## config.mk

```make
export PLATFORM = sky130hd
export DESIGN_NAME = csfw_core
export DESIGN_NICKNAME = d
export VERILOG_FILES = /design/src/sv/csfw_pkg.sv /design/src/sv/csfw_core.sv
export SDC_FILE = /design/constraint.sdc
export NUM_CORES = 1
export LEC_CHECK = 0
export BUFFER_PORTS_ARGS = -buffer_cell sky130_fd_sc_hd__buf_4
export CAP_MARGIN = 5
export CORE_MARGIN = 3
export CORE_UTILIZATION = 40
export CTS_CLUSTER_DIAMETER = 40
export CTS_CLUSTER_SIZE = 25
export DETAILED_ROUTE_END_ITERATION = 16
export SKIP_LAST_GASP = 1
export SLEW_MARGIN = 40
export SYNTH_ARGS = -nofsm -noshare
export SYNTH_HDL_FRONTEND = slang
export SYNTH_SLANG_ARGS = --single-unit
```

## constraint.sdc

```tcl
create_clock -name clk -period 4.3 [get_ports clk]
set_input_delay 0.43 -clock clk [delete_from_list [all_inputs] [get_ports clk]]
set_output_delay 0.43 -clock clk [all_outputs]
set_load 0.1 [all_outputs]
```

## src/sv/csfw_pkg.sv

```systemverilog
// Package for the counting semaphore with waiter queue.
// Holds the status codes, the decision struct and sizing constants.
// No dependencies.
`default_nettype none

package csfw_pkg;

  localparam int MAX_WAITERS_DEF = 64;
  localparam int COUNT_LIMIT     = 255;
  localparam int ID_W            = 8;
  localparam int CNT_OUT_W       = 9;
  localparam int CFG_W           = 8;

  typedef enum logic [2:0] {
    ST_GRANTED   = 3'd0,
    ST_QUEUED    = 3'd1,
    ST_NO_WAITER = 3'd2,
    ST_WOKE      = 3'd3,
    ST_FULL      = 3'd4,
    ST_SATURATED = 3'd5
  } status_t;

  typedef enum logic {
    OP_WAIT   = 1'b0,
    OP_SIGNAL = 1'b1
  } op_t;

  // Outcome of one request, core to top level
  typedef struct packed {
    status_t status;
    logic    woken_valid;
    logic    push;
    logic    pop;
  } decision_t;

endpackage

`default_nettype wire

```

## src/sv/csfw_core.sv

```systemverilog
// Semaphore state: count, ring pointers, waiter total; a config write loads the count only
// with none parked; decides one request's outcome per cycle on step. Depends on csfw_pkg.
`default_nettype none

module csfw_core
  import csfw_pkg::*;
#(
  parameter int MAX_WAITERS = MAX_WAITERS_DEF,
  localparam int IW = $clog2(MAX_WAITERS),
  localparam int TW = $clog2(MAX_WAITERS + 1),
  localparam int CW = ($clog2(MAX_WAITERS) + 2 > CNT_OUT_W) ? $clog2(MAX_WAITERS) + 2
                                                            : CNT_OUT_W
) (
  input  wire logic                 clk,
  input  wire logic                 rst,
  input  wire logic                 cfg_wr_en,
  input  wire logic [CFG_W-1:0]     cfg_wr_data,
  input  wire logic                 step,
  input  wire logic                 kind,
  output decision_t                 dec,
  output logic signed [CW-1:0]      count_new,
  output logic        [IW-1:0]      head,
  output logic        [IW-1:0]      tail
);

  localparam logic signed [CW-1:0] LIMIT_C = CW'(COUNT_LIMIT);
  localparam logic        [TW-1:0] FULL_C  = TW'(MAX_WAITERS);
  localparam logic        [IW-1:0] LAST_C  = IW'(MAX_WAITERS - 1);

  // count spans -MAX_WAITERS..255, with one spare bit so count - 1 stays negative
  logic signed [CW-1:0] count;
  logic        [TW-1:0] total;
  logic signed [CW-1:0] count_dec;
  logic signed [CW-1:0] count_inc;

  assign count_dec = count - CW'(1);
  assign count_inc = count + CW'(1);

  always_comb begin
    dec       = '0;
    dec.status = ST_GRANTED;
    count_new = count;
    if (op_t'(kind) == OP_WAIT) begin
      if (count_dec < 0) begin
        if (total == FULL_C) begin
          dec.status = ST_FULL;
        end else begin
          dec.status = ST_QUEUED;
          dec.push   = 1'b1;
          count_new  = count_dec;
        end
      end else begin
        dec.status = ST_GRANTED;
        count_new  = count_dec;
      end
    end else begin
      if (count >= LIMIT_C) begin
        dec.status = ST_SATURATED;
        count_new  = LIMIT_C;
      end else begin
        count_new = count_inc;
        if (count_inc <= 0 && total != '0) begin
          dec.status      = ST_WOKE;
          dec.pop         = 1'b1;
          dec.woken_valid = 1'b1;
        end else begin
          dec.status = ST_NO_WAITER;
        end
      end
    end
  end

  always_ff @(posedge clk) begin
    if (rst) begin
      count         <= '0;
      total         <= '0;
      head          <= '0;
      tail          <= '0;
    end else if (cfg_wr_en) begin
      if (total == '0) begin
        count <= CW'(cfg_wr_data);
      end
    end else if (step) begin
      count <= count_new;
      if (dec.push) begin
        tail  <= (tail == LAST_C) ? '0 : tail + IW'(1);
        total <= total + TW'(1);
      end
      if (dec.pop) begin
        head  <= (head == LAST_C) ? '0 : head + IW'(1);
        total <= total - TW'(1);
      end
    end
  end

endmodule

`default_nettype wire

```

==> flow_summary.html <==
<table>
<tr><th>Metric</th><th>Value</th></tr>
<tr><th colspan="2">Outcome</th></tr>
<tr><td>Status</td><td>complete, no violations</td></tr>
<tr><th colspan="2">Setup path</th></tr>
<tr><td>Kind of start point of the critical path</td><td>flip-flop</td></tr>
<tr><td>Critical path start-end classification</td><td>reg -&gt; out</td></tr>
<tr><td>Category of the worst setup path capture point</td><td>output port</td></tr>
<tr><td>Arrival time reported for the critical path endpoint</td><td>around 3.3 ns</td></tr>
<tr><td>Data required time of the critical path</td><td>3.87 ns</td></tr>
<tr><td>Maximum fanout along the worst path</td><td>14</td></tr>
<tr><th colspan="2">Finish</th></tr>
<tr><td>Multi-input gate area</td><td>roughly 0.0015 mm^2</td></tr>
<tr><td>Share of post-route cells with drive strength above 1</td><td>19.9%</td></tr>
<tr><td>Register Area</td><td>~560 um^2</td></tr>
<tr><td>Post-layout net count</td><td>about 350</td></tr>
<tr><td>Fill count</td><td>512</td></tr>
<tr><td>Design area</td><td>0.00265 mm^2</td></tr>
<tr><td>Area growth from synthesis to layout</td><td>18.8%</td></tr>
<tr><td>Ant diodes</td><td>0</td></tr>
<tr><td>Final cell utilization of the core</td><td>roughly 51%</td></tr>
<tr><th colspan="2">Clocking</th></tr>
<tr><td>Number of resized instances in the post-cts repair step</td><td>0</td></tr>
<tr><td>Depth of the CTS H-tree</td><td>1</td></tr>
<tr><td>Clock insertion delay at the later pin of the skew report</td><td>about 0.28 ns</td></tr>
<tr><td>Clock slew seen by the registers of the worst setup and hold paths</td><td>around 0.090 ns</td></tr>
<tr><td>Clock tree root buffer cell</td><td>sky130_fd_sc_hd__clkbuf_8</td></tr>
<tr><td>Max Buffers Root-to-Sink</td><td>2</td></tr>
<tr><td>CTS sink cnt</td><td>28</td></tr>
<tr><td>Number of CTS-inserted buffers</td><td>3</td></tr>
<tr><td>Post-CTS Hold Fix Bufs</td><td>0</td></tr>
<tr><td>Post-CTS Repair Setup Buffers</td><td>0</td></tr>
<tr><td>Clock tree from TritonCTS</td><td>built</td></tr>
<tr><th colspan="2">Die</th></tr>
<tr><td>Area of the die</td><td>0.00650 mm^2</td></tr>
<tr><td>IO Pins</td><td>40</td></tr>
<tr><td>Die outline height</td><td>80.6 um</td></tr>
<tr><td>Core area</td><td>around 0.0052 mm^2</td></tr>
<tr><td>Number of rows created at floorplan</td><td>26</td></tr>
<tr><td>Die extent in x</td><td>around 80 um</td></tr>
<tr><td>Starting utilization of the core area</td><td>between 40 and 50%</td></tr>
<tr><th colspan="2">Place</th></tr>
<tr><td>Half-perimeter wire length after detailed placement</td><td>between 4000 and 5000 um</td></tr>
<tr><td>Last weighted congestion value of the routability-driven placer</td><td>0.846</td></tr>
<tr><td>Count of buffers from port buffering</td><td>39</td></tr>
<tr><td>Placed instance area</td><td>0.00258 mm^2</td></tr>
<tr><th colspan="2">Logic synthesis</th></tr>
<tr><td>Syn. warnings</td><td>0</td></tr>
<tr><td>Flop and latch count out of synthesis</td><td>28</td></tr>
<tr><td>Count of flip-flops with a built-in enable after synthesis</td><td>0</td></tr>
<tr><td>FFs w/ async S/R, synth</td><td>0%</td></tr>
<tr><td>Sequential area share after synthesis</td><td>roughly a quarter</td></tr>
<tr><td>Most frequent cell after synthesis</td><td>sky130_fd_sc_hd__nor2_1</td></tr>
<tr><td>Syn Inst Count</td><td>~290</td></tr>
<tr><td>Flip-flop cell with the highest count after synthesis</td><td>sky130_fd_sc_hd__dfxtp_1</td></tr>
<tr><td>Largest cells by area after synthesis</td><td>sky130_fd_sc_hd__dfxtp_1 (25%), sky130_fd_sc_hd__ha_1 (6.2%), sky130_fd_sc_hd__nor2_1 (5.9%)</td></tr>
<tr><td>Most common library cells after synthesis</td><td>sky130_fd_sc_hd__nor2_1 (35), sky130_fd_sc_hd__dfxtp_1 (28), sky130_fd_sc_hd__a21oi_1 (22), sky130_fd_sc_hd__nand2_1 (19), sky130_fd_sc_hd__inv_1 (15)</td></tr>
<tr><td>Number of library cell types mapped by synthesis</td><td>59</td></tr>
<tr><td>Area share of the largest cell type after synthesis</td><td>between 20 and 30%</td></tr>
<tr><td>Post-Syn Nets</td><td>approximately 310</td></tr>
<tr><td>Avg Cell Area, Syn</td><td>7.74 um^2</td></tr>
<tr><td>Biggest area consumer among synthesized cells</td><td>sky130_fd_sc_hd__dfxtp_1</td></tr>
<tr><td>Post-synthesis cell area</td><td>roughly 0.0022 mm^2</td></tr>
<tr><th colspan="2">Timing</th></tr>
<tr><td>Portion of the clock cycle consumed by the worst path in the final layout</td><td>about 87%</td></tr>
<tr><td>Post-route clock skew</td><td>around 0.0079 ns</td></tr>
<tr><td>Number of setup violations in the final report</td><td>0</td></tr>
<tr><td>Fmax</td><td>266 MHz</td></tr>
<tr><td>Setup repair after global routing missed its margin</td><td>false</td></tr>
<tr><td>Period minus WS final</td><td>approximately 3.8 ns</td></tr>
<tr><td>Setup TNS</td><td>0 ns</td></tr>
<tr><td>Measured slew at the worst slew-check pin</td><td>0.515 ns</td></tr>
<tr><td>Relative slew slack</td><td>approximately two thirds</td></tr>
<tr><td>Max-slew violation count</td><td>0</td></tr>
<tr><td>Number of hold-slack violations in the final timing report</td><td>0</td></tr>
<tr><th colspan="2">Flow run</th></tr>
<tr><td>Number of maximum-capacitance constraint violations</td><td>0</td></tr>
<tr><th colspan="2">Power</th></tr>
<tr><td>Power per Cell Area</td><td>between 300 and 400 mW/mm^2</td></tr>
<tr><td>Post-layout total power</td><td>slightly above 0.0008 W</td></tr>
<tr><td>Highest ir drop seen on vdd</td><td>between 100 and 150 uV</td></tr>
<tr><td>Leak Pwr</td><td>1.09 nW</td></tr>
<tr><th colspan="2">Global routing</th></tr>
<tr><td>Overall fraction of global-route tracks in use</td><td>between 10% and 20%</td></tr>
<tr><td>Global-route wire length before repair</td><td>~10000 um</td></tr>
<tr><td>Leftover overflow at the end of global routing</td><td>0</td></tr>
<tr><td>Number of global-route vias before repair</td><td>~2000</td></tr>
<tr><td>Antenna violations before repair</td><td>0</td></tr>
<tr><td>Largest net degree at the start of global routing</td><td>30</td></tr>
<tr><th colspan="2">Worst hold path</th></tr>
<tr><td>HP Class</td><td>in -&gt; reg</td></tr>
<tr><th colspan="2">Drt</th></tr>
<tr><td>Routed met2 length</td><td>between 2000 and 3000 um</td></tr>
<tr><td>Uppermost metal layer occupied by signal nets</td><td>met4</td></tr>
<tr><td>Routed met3 length</td><td>380 um</td></tr>
<tr><td>DR DRC count</td><td>0</td></tr>
<tr><td>DRC marker count from the first detailed-route iteration</td><td>~140</td></tr>
<tr><td>Detailed-route wire length on metal 1</td><td>2850 um</td></tr>
<tr><td>Average routed wire per standard cell</td><td>15.6 um</td></tr>
<tr><td>Final wirelength</td><td>~6100 um</td></tr>
<tr><td>Initial DRT Pass Iterations</td><td>4</td></tr>
<tr><td>Vias per Instance</td><td>about 5.7</td></tr>
<tr><td>Via count</td><td>approximately 2200</td></tr>
<tr><td>Post-route antenna net violation count</td><td>0</td></tr>
</table>
## logic make-up (layout without fill, tap and decap cells)
kind of cell             Yosys count  in the layout  synth area share, %
buffers and inverters             33             66                 7.41
multiplexers                      10             10                 4.55
XOR/XNOR                          12             12                 4.72
adder cells (fa/ha/maj)           12             12                 7.07
AO/OA/AOI/OAI                     91             91                 27.7
AND/OR/NAND/NOR                  102            102                 23.4
flip-flops                        28             28                 25.2
## registers in the layout, indices dropped and copies added, names as in the netlist
| register | count |
|---|---|
| count | 9 |
| head | 6 |
| tail | 6 |
| total | 7 |
## critical path, stage by stage, from the launching register on
cell and delay (ns):
sky130_fd_sc_hd__dfxtp_1 0.63, sky130_fd_sc_hd__ha_1 0.26, sky130_fd_sc_hd__nand2_1 0.07, sky130_fd_sc_hd__inv_1 0.05
sky130_fd_sc_hd__ha_1 0.24, sky130_fd_sc_hd__inv_1 0.12, sky130_fd_sc_hd__o221ai_1 0.25, sky130_fd_sc_hd__a21oi_1 0.29
sky130_fd_sc_hd__nand2_1 0.22, sky130_fd_sc_hd__inv_2 0.22, sky130_fd_sc_hd__a22oi_1 0.11, sky130_fd_sc_hd__a22o_2 0.32
sky130_fd_sc_hd__buf_4 0.24
## placed cells by master, fill, tap and decap left out, types with 2 or more instances in the layout
| cell | count |
|---|---|
| sky130_fd_sc_hd__a32oi_1 | 5 |
| sky130_fd_sc_hd__a22oi_1 | 4 |
| sky130_fd_sc_hd__ha_1 | 11 |
| sky130_fd_sc_hd__clkbuf_8 | 3 |
| sky130_fd_sc_hd__nor4_1 | 2 |
| sky130_fd_sc_hd__o221ai_1 | 3 |
| sky130_fd_sc_hd__nor2_1 | 35 |
| sky130_fd_sc_hd__or4_1 | 3 |
| sky130_fd_sc_hd__dfxtp_1 | 28 |
| sky130_fd_sc_hd__xor2_1 | 5 |
| sky130_fd_sc_hd__a21oi_1 | 22 |
| sky130_fd_sc_hd__o22ai_1 | 3 |
| sky130_fd_sc_hd__nand2_1 | 19 |
| sky130_fd_sc_hd__a211oi_1 | 2 |
| sky130_fd_sc_hd__a31oi_1 | 8 |
| sky130_fd_sc_hd__and3b_1 | 3 |
| sky130_fd_sc_hd__nand4_1 | 3 |
| sky130_fd_sc_hd__o21ai_0 | 9 |
| sky130_fd_sc_hd__inv_1 | 15 |
| sky130_fd_sc_hd__buf_4 | 46 |
| sky130_fd_sc_hd__o31ai_1 | 3 |
| sky130_fd_sc_hd__o21a_1 | 7 |
| sky130_fd_sc_hd__or3_1 | 5 |
| sky130_fd_sc_hd__a211o_1 | 2 |
| sky130_fd_sc_hd__nand3_1 | 13 |
| sky130_fd_sc_hd__nand2b_1 | 4 |
| sky130_fd_sc_hd__or4b_1 | 2 |
| sky130_fd_sc_hd__o22a_1 | 2 |
| sky130_fd_sc_hd__a21o_1 | 5 |
| sky130_fd_sc_hd__o21ai_1 | 4 |
| sky130_fd_sc_hd__nor3_2 | 2 |
| sky130_fd_sc_hd__mux2i_1 | 9 |
| sky130_fd_sc_hd__o31a_1 | 2 |
| sky130_fd_sc_hd__xnor2_1 | 7 |
| sky130_fd_sc_hd__or2_2 | 2 |
| sky130_fd_sc_hd__and3_1 | 2 |
## final timing paths
path                                             from               endpoint  slack, ns  cells after the start
worst max register to register  count[6]$_SDFFE_PP0P_  total[6]$_SDFFE_PP0P_       0.62                     18
worst min register to register   head[5]$_SDFFE_PP0P_   head[5]$_SDFFE_PP0P_       0.51                      2
worst max-delay path            count[1]$_SDFFE_PP0P_           count_new[5]       0.54                     12
worst min-delay path                   cfg_wr_data[1]  count[1]$_SDFFE_PP0P_       0.44                      3
## final cells by class
cell class | instances | area share [%]
multi-input combinational | 227 | 57.5
timing repair buffer | 46 | 13.0
clock buffer | 3 | 1.56
tap | 70 | 3.31
sequential | 28 | 21.2
clock inverter | 1 | 1.13
inverter | 16 | 2.27
## through the flow
stage	hold slack, ns	instances	setup slack, ns
CTS	0.437	391	0.587
global route	0.454	391	0.289
detailed placement	0.496	387	0.648
finish	0.440	391	0.543
global placement	0.494	387	0.694
floorplan	0.488	288	-0.131
## where the power goes
group          internal (W)  switching [W]
clock network      0.000125      0.0000871
logic             0.0000882       0.000234
registers          0.000268      0.0000151
## per-layer routing
metal  GRT usage (%)  up-vias
met4            5.07        0
met1            26.7     1034
met5               0        -
li1                -     1129
met2            30.7       58
met3            3.70        5
Power figures use the tool's default switching activity.
