$ cat config.mk
export PLATFORM = sky130hd
export DESIGN_NAME = csfw_ring
export DESIGN_NICKNAME = d
export VERILOG_FILES = /design/src/sv/csfw_pkg.sv /design/src/sv/csfw_ring.sv
export SDC_FILE = /design/constraint.sdc
export NUM_CORES = 1
export LEC_CHECK = 0
export BUFFER_PORTS_ARGS = -buffer_cell sky130_fd_sc_hd__buf_4
export CAP_MARGIN = 40
export CORE_AREA = 4 4 171 239
export CTS_BUF_LIST = sky130_fd_sc_hd__clkbuf_16
export CTS_CLUSTER_SIZE = 14
export DETAILED_ROUTE_END_ITERATION = 8
export DIE_AREA = 0 0 175 243
export GPL_ROUTABILITY_DRIVEN = 0
export PLACE_DENSITY = 0.68
export SYNTH_ARGS = -nofsm -noshare
export SYNTH_HDL_FRONTEND = slang
export SYNTH_SLANG_ARGS = --single-unit
$ cat constraint.sdc
create_clock -name clk -period 2.32 [get_ports clk]
set_input_delay 0.232 -clock clk [delete_from_list [all_inputs] [get_ports clk]]
set_output_delay 0.232 -clock clk [all_outputs]
set_load 0.005 [all_outputs]
$ cat src/sv/csfw_pkg.sv
// Package for the counting semaphore with waiter queue.
// Holds the status codes, the decision struct and sizing constants.
// No dependencies.
`default_nettype none

package csfw_pkg;

  localparam int MAX_WAITERS_DEF = 64;
  localparam int COUNT_LIMIT     = 255;
  localparam int ID_W            = 8;
  localparam int CNT_OUT_W       = 9;
  localparam int CFG_W           = 8;

  typedef enum logic [2:0] {
    ST_GRANTED   = 3'd0,
    ST_QUEUED    = 3'd1,
    ST_NO_WAITER = 3'd2,
    ST_WOKE      = 3'd3,
    ST_FULL      = 3'd4,
    ST_SATURATED = 3'd5
  } status_t;

  typedef enum logic {
    OP_WAIT   = 1'b0,
    OP_SIGNAL = 1'b1
  } op_t;

  // Outcome of one request, core to top level
  typedef struct packed {
    status_t status;
    logic    woken_valid;
    logic    push;
    logic    pop;
  } decision_t;

endpackage

`default_nettype wire

$ cat src/sv/csfw_ring.sv
// Waiter ring storage: one write port, one registered read port.
// Depends on csfw_pkg.
`default_nettype none

module csfw_ring
  import csfw_pkg::*;
#(
  parameter int MAX_WAITERS = MAX_WAITERS_DEF,
  localparam int IW = $clog2(MAX_WAITERS)
) (
  input  wire logic            clk,
  input  wire logic            we,
  input  wire logic [IW-1:0]   wr_addr,
  input  wire logic [ID_W-1:0] wr_data,
  input  wire logic            re,
  input  wire logic [IW-1:0]   rd_addr,
  output logic      [ID_W-1:0] rd_data
);

  logic [ID_W-1:0] mem [MAX_WAITERS];

  always_ff @(posedge clk) begin
    if (we) begin
      mem[wr_addr] <= wr_data;
    end
  end

  // read data holds unless a new pop is issued
  always_ff @(posedge clk) begin
    if (re) begin
      rd_data <= mem[rd_addr];
    end
  end

endmodule

`default_nettype wire

==> results.md, run 1 <==
Status:
- The run finished with clean final reports.

Timing:
- For the pin with the worst max-slew slack, the measured transition is 0.7564 ns.
- The max-slew violation total from the final report is 0.
- Adding up every negative setup slack in the final design gives 0 ns.
- The final hold violation count is 0.
- The maximum frequency from static timing analysis is 0.4683 GHz.
- The tightest slew margin relative to the limit is 49.57%.
- Setup repair after global routing left no endpoint under its margin.
- The final setup violation count is 0.
- The clock period minus final worst setup slack is 2.135 ns.
- The final cycle utilization of the critical path is 92.04%.
- Clock skew on the completed layout was measured at 0.01857 ns.

Synth:
- The commonest register cell after synthesis is sky130_fd_sc_hd__edfxtp_1.
- The number of nets in the synthesized netlist is 963.
- Yosys mapped a number of flops with a built-in enable equal to 520.
- The synthesized netlist cell count is 940.
- During synthesis, Yosys emitted a total of 0 warnings.
- In this run the mean area of a mapped cell was 21.54 um2.
- The synthesized netlist contains 39 unique library cells.
- The fraction of registers with async set or reset after synthesis is 0%.
- Summing every instance area after synthesis gives 20,250 um2.
- The share of the Yosys chip area taken by registers is 77.12%.
- The number of flip-flops and latches in the synthesized netlist is 520.

Worst setup path:
- The end of the worst register-to-register path is rd_data[6]$_DFFE_PP_.
- The number of buffers and inverters on the critical path is 0.
- The critical path data arrival time is 2.43 ns.
- The cell with the largest stage delay on the worst path is sky130_fd_sc_hd__mux4_2.
- The critical path launch point type is a flop.
- The kind of critical path is flop to flop.
- The worst reg-to-reg path cell count is 5.
- The maximum single-stage delay on the critical path is 0.47 ns.
- In this run the worst path has a maximum fanout of 1.
- Across all register-to-register paths, the minimum setup slack is 0.18 ns.
- The origin of the worst setup path is mem[20][6]$_DFFE_PP_.
- In this run the critical register-to-register path is launched from mem[20][6]$_DFFE_PP_.
- Data on the critical path is required at its endpoint by 2.61 ns.
- The dominant delay contributor by cell family on the critical path is multiplexers.
- Counting buffers and inverters, the worst setup path is 5 cells deep.
- The worst setup path is captured at a flop.
- The signal on the critical path passes through mux4_2, mux2_2, o221a_2, nor3_1, o32ai_1.

Global route:
- The first-pass GRT wire length is 67,320 um.
- The number of global-route vias before repair is 10,247.
- The largest net degree at the start of global routing is 65.
- The initial antenna violation count is 0.
- For this run the aggregate overflow at the end of global routing stands at 0.
- Global routing consumed, over all layers together, 21.48% of the routing resources.

Detailed routing:
- Once detail routing completed, the nets flagged for antenna violations numbered 0.
- After detailed routing, the total wire length is 44,760 um.
- The DRC violation count after routing is 0.
- The initial DRC count is 1,049.
- The via density per instance is 5.976.
- The first detailed-routing pass ran for 5 iterations.
- Dividing the detail-routed wire length by the instance count gives 27.14 um.
- The total via count after detailed routing is 9,854.

Cells and area:
- 0 antenna diodes ended up in the layout.
- Leaving out fill and tap cells, the most frequent cell in the layout is sky130_fd_sc_hd__edfxtp_1.
- Once layout is complete, the utilization of the core stands at 60.66%.
- Relative to the synthesized area, the layout overhead comes to 15.34%.
- The count of nets after finishing is 1,121.
- The layout cell share with drive strength beyond 1 is 31.77%.
- The library cells used most frequently in the layout, excluding fill and tap cells, are sky130_fd_sc_hd__edfxtp_1, sky130_fd_sc_hd__buf_4, sky130_fd_sc_hd__mux4_2, sky130_fd_sc_hd__nor2_1, sky130_fd_sc_hd__clkbuf_16.

Clock network:
- The buffer cell driving the clock tree root is sky130_fd_sc_hd__clkbuf_16.
- The level count of the clock H-tree is 2.
- The CTS tree is built.
- The quantity of gates resized following cts is 0.
- The clock latency at the later pin of the worst-skew pair is 0.56 ns.
- The clock-pin slew on the worst setup and hold paths is 0.06 ns.
- In this run, CTS created clock tree buffers numbering 47.
- Clock tree synthesis found a total of 520 sinks.
- The maximum count of clock buffers along a single path is 3.

Hold path:
- The worst hold path belongs to the class input pin to flop.
- The hold path endpoint is mem[54][3]$_DFFE_PP_.
- The startpoint identified for the worst hold timing path is wr_addr[2].
- The cell count of the worst hold path is 3.

Power and ir drop:
- Overall power consumption after layout is estimated at 18.73 mW.
- For this design the ratio of total power to cell area is 802.0 nW/um2.
- The maximum vdd drop is 0.4194 mV.
- In this run the static leakage power is 7.575 nW.

Floorplanning:
- The floorplan core area is 38,500 um2.
- The number of cell rows is 85.
- The die covers 42,530 um2.
- The initial utilization of the core area, before any placement, comes to 52.59%.
- The I/O pin count is 31.
- The die boundary height is 243 um.
- The floorplan step set the die width to 175 um.

Place:
- After legalization and detailed placement, the total HPWL measured 28,860 um.
- The number of buffers added on ports is 30.

Flow run:
- The number of violations of the max-capacitance limit is 0.
## worst max-delay path by stage
stage                     slack (ns)                   end
after floorplan                 0.28  rd_data[3]$_DFFE_PP_
after global placement         -0.19  rd_data[7]$_DFFE_PP_
after detailed placement       -0.18  rd_data[7]$_DFFE_PP_
after CTS                       0.20  rd_data[6]$_DFFE_PP_
after global routing            0.14  rd_data[4]$_DFFE_PP_
final                           0.18  rd_data[6]$_DFFE_PP_
## metrics by stage
stage                     instances  cell area [um2]  worst slack [ns]  hold WS [ns]
final                          1649            23350            0.1846        0.1432
after global routing           1649            23350            0.1411        0.1585
after CTS                      1649            23350            0.1963        0.1253
after detailed placement       1570            21920           -0.1821        0.5642
after global placement         1570            21920           -0.1930        0.5716
after floorplan                 940            20250            0.2817        0.3309
## power by group
part           total [mW]  leakage, nW  switching [mW]  internal, mW
registers            10.4         4.69          0.0248          10.4
logic                1.05         2.14           0.609         0.443
clock network        7.23        0.746            3.13          4.11
## synthesized netlist by cell type, drive strengths merged, types with 2 or more instances
master	n	area, um2
a2111oi	2	17.52
a211oi	4	30.03
a21oi	3	15.01
a221oi	6	52.55
a22oi	3	22.52
buf	34	252.7
clkbuf	17	63.81
edfxtp	520	15610
mux2	13	146.4
mux2i	23	230.2
mux4	126	2838
nand2	19	71.32
nand2b	7	43.79
nand3	13	65.06
nand3b	3	22.52
nand4	2	12.51
nor2	83	311.6
nor2b	14	87.58
nor3	7	35.03
nor4	2	12.51
o2111ai	3	26.28
o21a	2	15.01
o21ai	4	20.02
o221a	2	22.52
o221ai	8	70.07
o22ai	8	50.05
o2bb2ai	3	26.28
o32ai	2	17.52
o41ai	2	17.52
## flip-flops by register name, indices dropped and copies added, names as in the netlist
signal / count
mem: 512
rd_data: 8
## timing repair
item / 4_1_cts / 5_1_grt
setup buffers: 0 / 0
hold buffers: 1 / 0
hold endpoints to repair: 8 / 0
## tightest hold or removal path: cells and delay by family
| family | cells | cell delay [ns] |
|---|---|---|
| buffers and inverters | 1 | 0.15 |
| AND/OR/NAND/NOR | 2 | 0.14 |
## layer usage
layer,wire length (um),GRT usage (%)
met2,23760,36.97
met5,0,0
met1,16780,28.21
met3,2610,3.331
met4,1601,7.468
## final cells by class
cell class,instances,area [um2]
flip-flops and latches,520,15620
fillers,2742,15150
multi-input cells,369,4315
repair buffers,160,1348
clock buffers,49,1226
well taps,522,653.1
clock inverters,29,195.2
## kinds of logic (layout without fill, tap and decap cells)
| kind of cell | count (synthesis) | count (layout) | share of synthesized area, % |
|---|---|---|---|
| AO/OA/AOI/OAI | 54 | 54 | 2.064 |
| buffers and inverters | 51 | 238 | 1.563 |
| flip-flops | 520 | 520 | 77.12 |
| multiplexers | 162 | 162 | 15.88 |
| AND/OR/NAND/NOR | 153 | 153 | 3.374 |
Note: power is estimated with default switching activity, not from simulation.
==> run 2, diff against run 1 <==
==> constraint.sdc (replaced) <==
create_clock -name clk -period 2.45 [get_ports clk]
set_input_delay 0.245 -clock clk [delete_from_list [all_inputs] [get_ports clk]]
set_output_delay 0.245 -clock clk [all_outputs]
set_load 0.005 [all_outputs]
==> results.md, run 2 (synthesis results as in run 1) <==
Detailed routing:
- The via density per instance is 5.990 (+0.23%).
- The count of nets left with antenna violations after detail routing is 0 (unchanged).
- The DRC violation count after routing came to 0 (unchanged).
- The detailed-route wire length was 44,210 um (-1.2%).
- The initial DRC count is 1,001 (-4.6%).
- The total via count after detailed routing is 9,787 (-0.68%).
- The average detailed-routed wire length per instance was 27.06 um (-0.32%).
- The number of iterations in the first detailed-routing pass is 5 (unchanged).

Timing:
- The final hold violation count was 0 (unchanged).
- The final cycle utilization of the critical path is 86.33% (-5.7 points).
- The tightest slew margin relative to the limit was 51.16% (+1.6 points).
- The maximum frequency from static timing analysis was 0.4728 GHz (+0.96%).
- The setup skew after layout was 0.01614 ns (-0.002433 ns).
- The transition at the pin with the smallest max-transition slack is 0.7326 ns (-0.02375 ns).
- Setup repair after global routing left no endpoint under its margin.
- The final setup violation count came to 0 (unchanged).
- The clock period minus final worst setup slack is 2.115 ns (-0.02029 ns).
- The max-slew violation total from the final report is 0 (unchanged).

Worst setup path:
- The signal on the critical path passes through mux4_2, mux4_2, o21ai_0, nand2_1.
- On the critical path, the stage with the largest delay is an instance of sky130_fd_sc_hd__mux4_2.
- The end of the worst register-to-register path is rd_data[7]$_DFFE_PP_.
- The peak fanout along the critical path came to 1 (unchanged).
- The required time at the worst-slack endpoint was 2.75 ns (+0.14 ns).
- The maximum single-stage delay on the critical path is 0.51 ns (+0.04 ns).
- The worst setup path is captured at a flop.
- The critical path launch point type is a flop.
- The sum of buffers and inverters on the critical path is 0 (unchanged).
- The dominant delay contributor by cell family on the critical path is multiplexers.
- The critical path data arrival time is 2.42 ns (about the same).
- The startpoint of the lowest-slack register-to-register path is mem[55][7]$_DFFE_PP_.
- The setup slack on the worst flop-to-flop path is 0.33 ns (+0.15 ns).
- The worst reg-to-reg path cell count is 4 (-1).
- By instance count, the cell type seen most on the critical path is sky130_fd_sc_hd__mux4_2.
- The kind of critical path is flop to flop.

Clock network:
- The level count of the clock H-tree is 2 (unchanged).
- The CTS tree is built.
- The sink count of the clock tree is 520 (unchanged).
- The buffer cell driving the clock tree root is sky130_fd_sc_hd__clkbuf_16.
- The maximum count of clock buffers along a single path is 3 (unchanged).
- The quantity of gates resized following cts is 0 (unchanged).
- The total clock buffers created by CTS was 47 (unchanged).
- The clock latency at the later pin of the worst-skew pair came to 0.57 ns (about the same).
- The clock-pin slew on the worst setup and hold paths is 0.06 ns (about the same).

Power and ir drop:
- The combinational share of power is 5.4% (-0.2 points).
- The maximum vdd drop is 0.5020 mV (+20%).
- The internal power contribution is 14.16 mW (-5.4%).
- The power share of the clock group came to 38.9% (+0.3 points).
- The fraction of power spent switching nets came to 20.23% (+0.15 points).
- The net switching power of the design is 3.590 mW (-4.5%).
- The static leakage is 7.465 nW (-1.5%).
- The sequential share of power is 55.7% (about the same).
- The total power density per cell area is 765.3 nW/um2 (-4.6%).

Cells and area:
- The count of nets after finishing is 1,105 (-1.4%).
- The multi-input gate area in the final layout is 4315 um2 (unchanged).
- The register name with the most flops is mem.
- Leaving out fill and tap cells, the most frequent cells in the layout are sky130_fd_sc_hd__edfxtp_1, sky130_fd_sc_hd__buf_4, sky130_fd_sc_hd__mux4_2, sky130_fd_sc_hd__nor2_1, sky130_fd_sc_hd__clkbuf_16.
- The layout cell share with drive strength beyond 1 came to 30.94% (-0.83 points).
- The commonest non-fill, non-tap cell in the layout is sky130_fd_sc_hd__edfxtp_1.
- The largest registers in the layout are mem x512, rd_data x8.
- The flip-flop count of the largest register, all copies and words added is 512 (unchanged).
- The growth of design area from synthesis to finish is 14.54%.
- The number of non-filler instances in the completed layout was 1,634 (-0.91%).
- The total area of sequential cells came to 15,620 um2 (unchanged).
- The filler cell count is 2,767 (+0.91%).
- The core occupancy in the finished layout is 60.24% (-0.42 points).
- The diode insertion count for antenna repair is 0 (unchanged).

Hold path:
- The cell count of the worst hold path came to 3 (unchanged).
- The path with the worst hold slack has its endpoint at mem[54][7]$_DFFE_PP_.
- The tightest min-delay check is of the input pin to flop type.
- The hold path startpoint is wr_addr[2].

Global route:
- The largest net degree at the start of global routing came to 65 (unchanged).
- The initial antenna violation count is 1 (+1).
- The global-route total usage across every layer is 21.30% (-0.18 points).
- The total overflow reported by the global router was 0 (unchanged).
- The first-pass GRT wire length came to 66,760 um (-0.83%).
- The number of global-route vias before repair was 10,295 (+0.47%).

Status:
- The run finished with clean final reports.

Floorplanning:
- The horizontal extent of the die is 175 um (unchanged).
- The floorplan core area was 38,500 um2 (unchanged).
- The die boundary height is 243 um (unchanged).
- The die area is 42,530 um2 (unchanged).
- The number of cell rows is 85 (unchanged).
- The starting utilization of the core area is 52.59% (unchanged).
- The I/O pin count is 31 (unchanged).

Place:
- The total instance count after detailed placement is 1,554 (-1.0%).
- The number of buffers added on ports was 30 (unchanged).
- The total half-perimeter wirelength after legalization and detailed placement is 28,320 um (-1.9%).

Flow run:
- The number of violations of the max-capacitance limit is 0 (unchanged).
## run 2: cell count changes in the layout (fill, tap and decap cells not counted), sizes merged
cell / before / now
buf: 158 / 142
clkinv: 14 / 18
clkinvlp: 0 / 1
inv: 12 / 8
## run 2: repair_timing
action                                  4_1_cts  5_1_grt
hold endpoints to repair                      8        0
hold buffers                                  1        0
setup buffers                                 0        0
endpoints found under the setup margin        0        0
## run 2: final cells by class
type,count,area share (%)
tap,522,2.816
timing repair buffer,144,5.077
multi-input combinational,369,18.61
sequential,520,67.33
clock buffer,49,5.287
clock inverter,30,0.8794
## run 2: metrics by stage
step	TNS (ns)	worst slack [ns]	power, mW	hold WS [ns]	cell area, um2
2_1_floorplan	0	0.3987	10.59	0.3439	20250
3_3_place_gp	-0.1955	-0.1955	11.03	0.5743	21750
3_5_place_dp	-0.2156	-0.1987	11.05	0.5692	21750
4_1_cts	0	0.3013	17.87	0.1257	23190
5_1_grt	0	0.2531	18.33	0.1557	23190
6_report	0	0.3349	17.75	0.1609	23190
## run 2: power groups by stage
| stage | logic, mW | registers (mW) | clock network [mW] |
|---|---|---|---|
| CTS | 0.977 | 9.89 | 7.01 |
| floorplan | 0.525 | 10.1 | 0 |
| global placement | 0.959 | 10.1 | 0 |
| global route | 1.03 | 9.89 | 7.41 |
| detailed placement | 0.974 | 10.1 | 0 |
| finish | 0.962 | 9.89 | 6.90 |
## run 2: metal layers
| layer | share of wire, % | global-route usage, % | vias up |
|---|---|---|---|
| li1 | - | - | 4206 |
| met1 | 37 | 27.64 | 5084 |
| met2 | 52 | 36.69 | 403 |
| met3 | 6.6 | 3.658 | 92 |
| met4 | 3.6 | 7.538 | 2 |
| met5 | 0.016 | 0 | - |
## run 2: worst max path at each step
stage	startpoint	to	slack, ns	cells after the start
final	mem[55][7]$_DFFE_PP_	rd_data[7]$_DFFE_PP_	0.33	4
after global routing	mem[54][7]$_DFFE_PP_	rd_data[7]$_DFFE_PP_	0.25	4
after CTS	mem[55][7]$_DFFE_PP_	rd_data[7]$_DFFE_PP_	0.30	4
after detailed placement	rd_addr[0]	rd_data[7]$_DFFE_PP_	-0.20	7
after global placement	rd_addr[0]	rd_data[7]$_DFFE_PP_	-0.20	7
after floorplan	rd_addr[1]	rd_data[3]$_DFFE_PP_	0.40	7
## run 2: worst register-to-register path: cells and delay by family, from the launching register on
family           cells  cell delay [ns]
AO/OA/AOI/OAI        1             0.38
flip-flops           1             0.37
AND/OR/NAND/NOR      1             0.10
multiplexers         2             1.01
==> run 3, diff against run 2 <==
--- a/config.mk
+++ b/config.mk
@@ -5,15 +5,16 @@
 export SDC_FILE = /design/constraint.sdc
 export NUM_CORES = 1
 export LEC_CHECK = 0
-export BUFFER_PORTS_ARGS = -buffer_cell sky130_fd_sc_hd__buf_4
 export CAP_MARGIN = 40
 export CORE_AREA = 4 4 171 239
 export CTS_BUF_LIST = sky130_fd_sc_hd__clkbuf_16
 export CTS_CLUSTER_SIZE = 14
 export DETAILED_ROUTE_END_ITERATION = 8
 export DIE_AREA = 0 0 175 243
+export DONT_BUFFER_PORTS = 1
 export GPL_ROUTABILITY_DRIVEN = 0
-export PLACE_DENSITY = 0.68
+export PLACE_DENSITY = 0.67
+export RECOVER_POWER = 25
 export SYNTH_ARGS = -nofsm -noshare
 export SYNTH_HDL_FRONTEND = slang
 export SYNTH_SLANG_ARGS = --single-unit
==> results.md, run 3 (synthesis results as in run 1) <==
Worst setup path:
- The slowest stage of the critical path is the sky130_fd_sc_hd__nor3_1 cell.
- The kind of critical path is flop to flop.
- The end of the worst register-to-register path is rd_data[4]$_DFFE_PP_.
- The signal on the critical path passes through mux4_2, mux2_2, o221a_2, nor3_1, o32ai_1.
- The worst reg-to-reg path cell count is 5 (+1).
- Broken down by cell family, the worst path's largest delay share belongs to multiplexers.
- The sum of buffers and inverters on the critical path was 0 (unchanged).
- The critical path data arrival time was 2.64 ns (+0.22 ns).
- The required time at the worst-slack endpoint came to 2.73 ns (-0.02 ns).
- The peak fanout along the critical path is 1 (unchanged).
- The worst setup path is launched from a flop.
- The setup slack on the worst flop-to-flop path came to 0.09 ns (-0.25 ns).
- STA classifies the critical path endpoint as a flop.
- The startpoint of the lowest-slack register-to-register path is mem[16][4]$_DFFE_PP_.
- The maximum single-stage delay on the critical path is 0.49 ns (-0.02 ns).

Clock network:
- TritonCTS built the clock tree.
- The quantity of hold-fixing buffers added after cts came to 12 (+11).
- The level count of the clock H-tree is 2 (unchanged).
- The post-CTS setup-driven buffer insertion count is 0 (unchanged).
- The sink count of the clock tree is 520 (unchanged).
- The clock latency at the later pin of the worst-skew pair is 0.55 ns (-0.02 ns).
- The clock-pin slew on the worst setup and hold paths came to 0.06 ns (about the same).
- The quantity of gates resized following cts is 0 (unchanged).
- The buffer cell driving the clock tree root is sky130_fd_sc_hd__clkbuf_16.
- The total clock buffers created by CTS is 48 (+2.1%).
- The maximum count of clock buffers along a single path is 3 (unchanged).

Power and ir drop:
- The post-layout total power is 17.74 mW (about the same).
- The total power density per cell area is 780.8 nW/um2 (+2.0%).
- The maximum vdd drop is 0.6982 mV (+39%).
- The static leakage is 7.184 nW (-3.8%).

Floorplanning:
- The number of cell rows was 85 (unchanged).
- The starting utilization of the core area came to 52.59% (unchanged).
- The floorplan core area is 38,500 um2 (unchanged).
- The horizontal extent of the die is 175 um (unchanged).
- The I/O pin count came to 31 (unchanged).
- The die boundary height came to 243 um (unchanged).
- The die area is 42,530 um2 (unchanged).

Cells and area:
- The flip-flop count of the largest register, all copies and words added was 512 (unchanged).
- The count of nets after finishing was 1,047 (-5.2%).
- The filler cell count was 2,832 (+2.3%).
- The diode insertion count for antenna repair is 0 (unchanged).
- The largest registers in the layout are mem x512, rd_data x8.
- The library cell used most frequently in the layout, excluding fill and tap cells, is sky130_fd_sc_hd__edfxtp_1.
- The growth of design area from synthesis to finish is 12.20%.
- The multi-input gate area in the final layout is 4315 um2 (unchanged).
- The top cell types in the final layout, fill and taps aside, are sky130_fd_sc_hd__edfxtp_1, sky130_fd_sc_hd__mux4_2, sky130_fd_sc_hd__nor2_1, sky130_fd_sc_hd__buf_4, sky130_fd_sc_hd__clkbuf_16.
- The total area of sequential cells is 15,620 um2 (unchanged).
- The layout cell share with drive strength beyond 1 is 27.01% (-3.9 points).
- The register name with the most flops is mem.

Detailed routing:
- The count of nets left with antenna violations after detail routing is 0 (unchanged).
- The detailed-route wire length is 43,050 um (-2.6%).
- The DRC violation count after routing is 0 (unchanged).
- The total via count after detailed routing is 9,560 (-2.3%).
- The via density per instance is 6.047 (+0.96%).
- The average detailed-routed wire length per instance is 27.23 um (+0.64%).
- The number of iterations in the first detailed-routing pass was 5 (unchanged).
- The initial DRC count came to 1,056 (+5.5%).

Global route:
- The first-pass GRT wire length came to 65,250 um (-2.3%).
- The global-route total usage across every layer is 20.71% (-0.59 points).
- The initial antenna violation count is 0 (-1).
- The global routing met1 resource utilization came to 27.59% (-0.046 points).
- The largest net degree at the start of global routing is 138 (+110%).
- The total overflow reported by the global router was 0 (unchanged).
- The number of global-route vias before repair came to 9,892 (-3.9%).
- The met2 usage is 35.99% (-0.70 points).
- The most used routing layer is met2.
- The global routing met3 resource utilization came to 3.393% (-0.26 points).

Timing:
- Setup repair after global routing left no endpoint under its margin.
- The transition at the pin with the smallest max-transition slack is 1.413 ns (+0.6801 ns).
- The tightest slew margin relative to the limit is 5.815% (-45 points).
- The final cycle utilization of the critical path is 96.34% (+10 points).
- The maximum frequency from static timing analysis is 0.4237 GHz (-10%).
- The max-slew violation total from the final report is 0 (unchanged).
- The setup skew after layout is 0.008689 ns (-0.007449 ns).
- The clock period minus final worst setup slack is 2.360 ns (+0.2452 ns).
- The final-layout setup total negative slack is 0 ns (unchanged).
- The final hold violation count was 0 (unchanged).
- The setup slack after layout is 0.08968 ns (-0.2452 ns).
- The final setup violation count is 0 (unchanged).

Hold path:
- For hold timing, the worst endpoint is mem[54][6]$_DFFE_PP_.
- In this run the worst hold path is classified as input pin to flop.
- The hold path startpoint is wr_addr[2].
- The cell count of the worst hold path is 2 (-1).

Flow run:
- The number of violations of the max-capacitance limit was 0 (unchanged).

Place:
- The total half-perimeter wirelength after legalization and detailed placement is 25,260 um (-11%).
- The post-place setup slack is 0.1096 ns (+0.3084 ns).
- The number of buffers added on ports is 0 (-100%).

Status:
- The flow ran to the end, and the final reports show no timing, DRC or antenna violations.
[run 3: final cells by class]
class | instances | share of cell area, %
clock buffer | 49 | 5.398
clock inverter | 36 | 1.228
tap | 522 | 2.875
multi-input combinational | 369 | 19.00
timing repair buffer | 85 | 2.765
sequential | 520 | 68.74
[run 3: worst max path at each step]
stage,cells past startpoint,startpoint,to
2_1_floorplan,7,rd_addr[1],rd_data[3]$_DFFE_PP_
3_3_place_gp,5,mem[21][4]$_DFFE_PP_,rd_data[4]$_DFFE_PP_
3_5_place_dp,5,mem[21][4]$_DFFE_PP_,rd_data[4]$_DFFE_PP_
4_1_cts,5,mem[16][4]$_DFFE_PP_,rd_data[4]$_DFFE_PP_
5_1_grt,5,mem[21][4]$_DFFE_PP_,rd_data[4]$_DFFE_PP_
6_report,5,mem[16][4]$_DFFE_PP_,rd_data[4]$_DFFE_PP_
[run 3: metal layers]
metal  wire, um  up-vias  part of all wire (%)
met1      16740     5078                    39
met2      22800      320                    53
li1           -     4110                     -
met3       2533       52                   5.9
met4        976        0                   2.3
met5          0        -                     0
[run 3: worst reg2reg max path, cell delays in order, from the launching register on]
cell	delay, ns
sky130_fd_sc_hd__edfxtp_1	0.37
sky130_fd_sc_hd__mux4_2	0.47
sky130_fd_sc_hd__mux2_2	0.31
sky130_fd_sc_hd__o221a_2	0.29
sky130_fd_sc_hd__nor3_1	0.49
sky130_fd_sc_hd__o32ai_1	0.16
[run 3: per-stage QoR]
step | util (%) | hold WS [ns] | cells | cell area, um2
CTS | 59.47 | 0.0008111 | 1581 | 22900
floorplan | - | 0.3439 | 940 | 20250
global route | 59.01 | 0.01308 | 1581 | 22720
finish | 59.01 | 0.03083 | 1581 | 22720
global placement | 54.89 | 0.3517 | 1484 | 21130
detailed placement | 54.89 | 0.3511 | 1484 | 21130
[run 3: power breakdown]
part / total [mW] / switching [mW] / internal (mW)
sequential: 9.90 / 0.0248 / 9.87
clock: 7.17 / 3.04 / 4.13
combinational: 0.668 / 0.357 / 0.311
